## config.mk

```make
export PLATFORM = sky130hd
export DESIGN_NAME = scam_update
export DESIGN_NICKNAME = d
export VERILOG_FILES = /design/src/scam_pkg.sv /design/src/scam_update.sv
export SDC_FILE = /design/constraint.sdc
export NUM_CORES = 1
export LEC_CHECK = 0
export ABC_AREA = 0
export BUFFER_PORTS_ARGS = -buffer_cell sky130_fd_sc_hd__buf_2
export CAP_MARGIN = 20
export CORE_AREA = 2 2 112 114
export DETAILED_ROUTE_END_ITERATION = 7
export DIE_AREA = 0 0 114 116
export PLACE_DENSITY_LB_ADDON = 0.05
export SLEW_MARGIN = 10
export SYNTH_ARGS = -nofsm -noshare
export SYNTH_HDL_FRONTEND = slang
export SYNTH_SLANG_ARGS = --single-unit
```

## constraint.sdc

```tcl
create_clock -name vclk -period 4.55
set_input_delay 0.2275 -clock vclk [all_inputs]
set_output_delay 0.2275 -clock vclk [all_outputs]
set_load 0.01 [all_outputs]
```

## src/scam_pkg.sv

```systemverilog
`timescale 1ns / 1ps
// scam_pkg: shared types, request and status codes, default parameter values
// for the segmented complex argmin block. No dependencies.
package scam_pkg;

    localparam int MAX_GROUPS_DEF  = 1024;
    localparam int VALUE_WIDTH_DEF = 32;

    localparam int CFG_W   = 11;
    localparam int GROUP_W = 10;
    localparam int PART_W  = 32;
    localparam int POS_W   = 32;
    localparam int CNT_W   = 31;

    localparam logic [CFG_W-1:0] GROUP_COUNT_RST = 11'd1024;
    localparam logic [CNT_W-1:0] COUNTER_MAX     = {CNT_W{1'b1}};
    localparam logic [POS_W-1:0] POS_NONE        = {POS_W{1'b1}};

    localparam logic [1:0] REQ_CLEAR  = 2'd0;
    localparam logic [1:0] REQ_UPDATE = 2'd1;
    localparam logic [1:0] REQ_READ   = 2'd2;
    localparam logic [1:0] REQ_NOP    = 2'd3;

    localparam logic [1:0] STATUS_OK    = 2'd0;
    localparam logic [1:0] STATUS_RANGE = 2'd1;
    localparam logic [1:0] STATUS_SAT   = 2'd2;

    typedef struct packed {
        logic [1:0]               req_type;
        logic [GROUP_W-1:0]       group;
        logic signed [PART_W-1:0] real_part;
        logic signed [PART_W-1:0] imag_part;
    } in_item_t;

    typedef struct packed {
        logic signed [POS_W-1:0] best_position;
        logic [1:0]              status;
    } out_item_t;

endpackage

```

## src/scam_update.sv

```systemverilog
`timescale 1ns / 1ps
// scam_update: order-key conversion and lexicographic compare of a new element
// against a stored slot. Depends on scam_pkg.
module scam_update #(
    parameter int KEY_W = 32
) (
    input  logic                          old_valid,
    input  logic [scam_pkg::CNT_W-1:0]    old_pos,
    input  logic [KEY_W-1:0]              old_real,
    input  logic [KEY_W-1:0]              old_imag,
    input  logic signed [scam_pkg::PART_W-1:0] new_real_part,
    input  logic signed [scam_pkg::PART_W-1:0] new_imag_part,
    input  logic [scam_pkg::CNT_W-1:0]    elem_cnt,
    output logic                          take,
    output logic [KEY_W-1:0]              new_real,
    output logic [KEY_W-1:0]              new_imag,
    output logic [scam_pkg::CNT_W-1:0]    best_pos
);

    localparam logic [KEY_W-1:0] SIGN_FLIP = {1'b1, {(KEY_W-1){1'b0}}};

    // flipping the sign bit makes two's complement order as unsigned
    assign new_real = new_real_part[KEY_W-1:0] ^ SIGN_FLIP;
    assign new_imag = new_imag_part[KEY_W-1:0] ^ SIGN_FLIP;

    assign take = !old_valid || (new_real < old_real) ||
                  ((new_real == old_real) && (new_imag < old_imag));

    assign best_pos = take ? elem_cnt : old_pos;

endmodule

```

Yosys cells after proc, flatten, opt, wreduce, memory -nomap -nowiden
Index checks and enable logic that the tools add are counted.
{ "word_totals": {"ff_bits": 0, "input_bits": 191, "out_inout_bits": 96, "word_cells": 10} }
{ "op_classes": {"n_lt_le_gt_ge": 2, "eq_ne": 1, "n_mux": 1, "bitwise_logic": 2, "n_reduce_logical": 4} }
{ "op_table": {"columns": ["op", "n"], "rows": [
  ["32-bit < comparator", 2],
  ["32-bit equality test", 1],
  ["31-bit 2-to-1 mux", 1],
  ["1-bit logical OR", 2],
  ["1-bit inverter", 2],
  ["1-bit logical AND", 1],
  ["1-bit logical NOT", 1]
]} }

Depth between registers and ports, before layout
{ "logic_depth": {"word_depth": 5, "depth_mapped": 10, "depth_no_buf": 9} }

Worst setup path before layout
Ideal clock, no wire load.
{ "synth_path": {"path_type": "input-to-output", "start": "input port new_real_part[31] in the netlist's numbering", "end": "output port best_pos[10] in the netlist's numbering", "arrival_ps": 2148, "required_time_ps": 4323, "setup_slack_ps": 2174, "cell_stages": 10, "path_buffers": 1, "cell_sequence": "inv_1 > ha_1 > nand4_1 > nor4_4 > nand2_1 > a2bb2oi_1 > o211a_1 > a31oi_4 > buf_6 > mux2_4"} }
{ "synth_via": {"elab_chain_cells": 5, "elab_cells_between_ends": 7, "cone_classes": "1 x order compare; 1 x eq/ne; 1 x mux; 1 x bitwise; 3 x reduce/logical"} }
{ "synth_rtl": {"columns": ["item", "line", "source"], "rows": [
  ["from (decl)", "scam_update.sv:11", "input logic signed [scam_pkg::PART_W-1:0] new_real_part,"],
  ["1-bit inverter (no source line) *", null, null],
  ["32-bit < comparator / 32-bit equality test (equally long branches)", "scam_update.sv:26, scam_update.sv:27", null],
  ["1-bit logical OR / 1-bit logical AND (equally long branches)", "scam_update.sv:26, scam_update.sv:27", null],
  ["1-bit logical OR *", "scam_update.sv:26", "assign take = !old_valid || (new_real < old_real) ||"],
  ["31-bit 2-to-1 mux *", "scam_update.sv:29", "assign best_pos = take ? elem_cnt : old_pos;"],
  ["to (decl)", "scam_update.sv:17", "output logic [scam_pkg::CNT_W-1:0] best_pos"]
]} }
Every way passes the cells marked *; elsewhere a longest branch is shown, timed or not.

Worst setup path after layout
{ "layout_path": {"start": "input port old_real[30]", "end": "output port best_pos[30] in the netlist's numbering"} }
{ "layout_via": {"elab_chain_cells": 4, "elab_cells_between_ends": 6, "cone_classes": "1 x order compare; 1 x eq/ne; 1 x mux; 3 x reduce/logical"} }
{ "layout_rtl": {"columns": ["item", "line", "source"], "rows": [
  ["from (decl)", "scam_update.sv:9", "input logic [KEY_W-1:0] old_real,"],
  ["32-bit < comparator / 32-bit equality test (equally long branches)", "scam_update.sv:26, scam_update.sv:27", null],
  ["1-bit logical OR / 1-bit logical AND (equally long branches)", "scam_update.sv:26, scam_update.sv:27", null],
  ["1-bit logical OR *", "scam_update.sv:26", null],
  ["31-bit 2-to-1 mux *", "scam_update.sv:29", null]
]} }
Marked as above.

==> results_dict.tcl <==
set metrics [dict create \
    status "complete, no violations" \
    whs_ns 0.6578 \
    worst_pin_slew_ns 0.5496 \
    grt_pass1_vias 2678 \
    hold-path-cell-count 2 \
    yosys.area_share.simple_pct 11.31 \
    startpoint_type "input pin" \
    slew_headroom_pct 63.36 \
    synth_area_sq_um 2599 \
    via_per_inst 4.124 \
    holdPathEnd "new_real[29]" \
    yosys.area_share.adder_pct 30.33 \
    routed_wl_microns 8669 \
    finalPower_mw 0.3586 \
    cp_max_fo 32 \
    min_path_type "input pin to output pin" \
    finalWorstSetupSlack_ns 1.610 \
    drtIter0Drc 48 \
    crit_type "input pin to output pin" \
    vdd_drop_max_mv 0.02613 \
    avgRoutedWirePerCell_microns 12.49 \
    seq_area_frac_synth_pct 0 \
    synth_top_family_by_area "adder cells" \
    finalSetupViolCount 0 \
    hold_buffers 0 \
    crit_required_ns 4.32 \
    place_inst 694 \
    layout.nets 803 \
    core_area_sq_um 11910 \
    hp-start "new_real_part[29]" \
    antenna_left 0 \
    die_h_microns 116 \
    stdcell_count 694 \
    die-area_sq_um 13220 \
    hold_viol 0 \
    drv_slew 0 \
    grt.overflow.total 0 \
    ff_latch_area_sq_um 0 \
    post_cts_resized 0 \
    maxCapViolCount 0 \
    rsz0062_at_grt "no" \
    worstSetupStartpoint "old_real[30]" \
    grt_pass1_wl_microns 12440 \
    postPlaceCellArea_sq_um 3727 \
    grt_max_degree 33 \
    p_per_area_nw_per_um2 96.20 \
    synth_xor_area_share_pct 0 \
    nClkBuffers 0 \
    antenna_cells 0 \
    ys_warn_count 0 \
    dp_worst_setup_slack_ns 1.545 \
    stdcell_area_sq_um 3727 \
    rows 40 \
    drt_drc_violations_left 0 \
    period_share_pct 64.62 \
    ys_types 33 \
    synth-compound-area-share_pct 11.70 \
    die_x_microns 114 \
    track_usage_pct 11.61 \
    min_period_ns 2.940 \
    post-route-util_pct 31.29 \
    cp_data_arrival_time_ns 2.71 \
    place_congestion 0.7268 \
    fmax_mhz 340.1 \
    antenna_found_initial 0 \
    end_kind "output pin" \
    netlist_instances 324 \
    drive_above_1_share_pct 59.05 \
    syn2layout_area_growth_pct 43.43 \
    leakagePower_nw 2.386 \
    dr_total_vias 2862 \
    io_buffers 287 \
    avgSynthCellArea_sq_um 8.021 \
    ioPinCount 287 \
    postCtsSetupBuffers 0 \
    muxShareOfSynthArea_pct 17.62 \
    firstDrtPassIters 4 \
    n_sequential_cell 0 \
    hpwl_microns 8360 \
    initial_core_util_pct 21.82 \
    setup_tns_ns 0 \
    syn_nets 578 \
]
## metal layers
| layer | global-route usage, % | part of all wire [%] | vias to the layer above |
|---|---|---|---|
| li1 | - | - | 1499 |
| met1 | 12.43 | 36 | 1216 |
| met2 | 25.36 | 56 | 147 |
| met3 | 1.255 | 8.1 | 0 |
| met4 | 0 | 0 | 0 |
| met5 | 0 | 0 | - |
## synthesized netlist by cell type, types with 2 or more instances
cell type  number  share of area, %
nor4_1          2              0.48
o21ai_0         6               1.2
nor3_1          2              0.39
a21o_1          3              0.87
a21oi_1        23               4.4
nand4_1        11               2.6
a211oi_1        3              0.87
buf_6           3               1.3
nand2_1        15               2.2
mux2_2          2              0.87
inv_1          68               9.8
a221o_1         2              0.77
nor4_4          2               1.6
mux2_4         29                17
ha_1           63                30
buf_4          62                18
nand3_1        12               2.3
## cells in the final DEF (no fill, tap or decap), drive strengths merged, types with 2 or more instances in the layout
| master | n |
|---|---|
| a211oi | 3 |
| o21ai | 7 |
| a21o | 3 |
| nand4 | 12 |
| mux2 | 31 |
| buf | 288 |
| ha | 63 |
| a21oi | 23 |
| nor3 | 2 |
| inv | 68 |
| a221o | 2 |
| nand3 | 12 |
| nor4 | 4 |
| nand2 | 15 |
## layout make-up
class	count	area (sq um)
inverters	68	255.2
multi-input cells	191	1844
repair buffers	288	1444
fillers	1352	8184
well taps	147	183.9
## worst max path at each step
stage,endpoint,slack [ns],depth (start not counted)
2_1_floorplan,best_pos[10],2.17,10
3_5_place_dp,best_pos[30],1.55,12
3_3_place_gp,best_pos[30],1.61,11
5_1_grt,best_pos[30],1.41,11
4_1_cts,best_pos[30],1.54,12
6_report,best_pos[30],1.61,12
## power breakdown
part,switching (mW),total [mW],internal (mW)
Sequential,0,0,0
Combinational,0.166,0.359,0.192
Clock,0,0,0
## kinds of logic (layout without fill, tap and decap cells)
| logic type | Yosys count | after routing |
|---|---|---|
| AOI/OAI and AO/OA | 47 | 47 |
| adders and majority gates | 63 | 63 |
| buffers and inverters | 133 | 356 |
| muxes | 31 | 31 |
| and+or+nand+nor | 50 | 50 |
## worst max-delay path, stage by stage
cell,delay [ns]
buf_2,0.08
inv_1,0.03
ha_1,0.30
nand4_1,0.20
nor4_4,0.35
nand2_1,0.09
a2bb2oi_1,0.13
o211a_1,0.15
a31oi_4,0.13
buf_4,0.47
mux2_2,0.39
buf_2,0.14
Power figures use the tool's default switching activity.
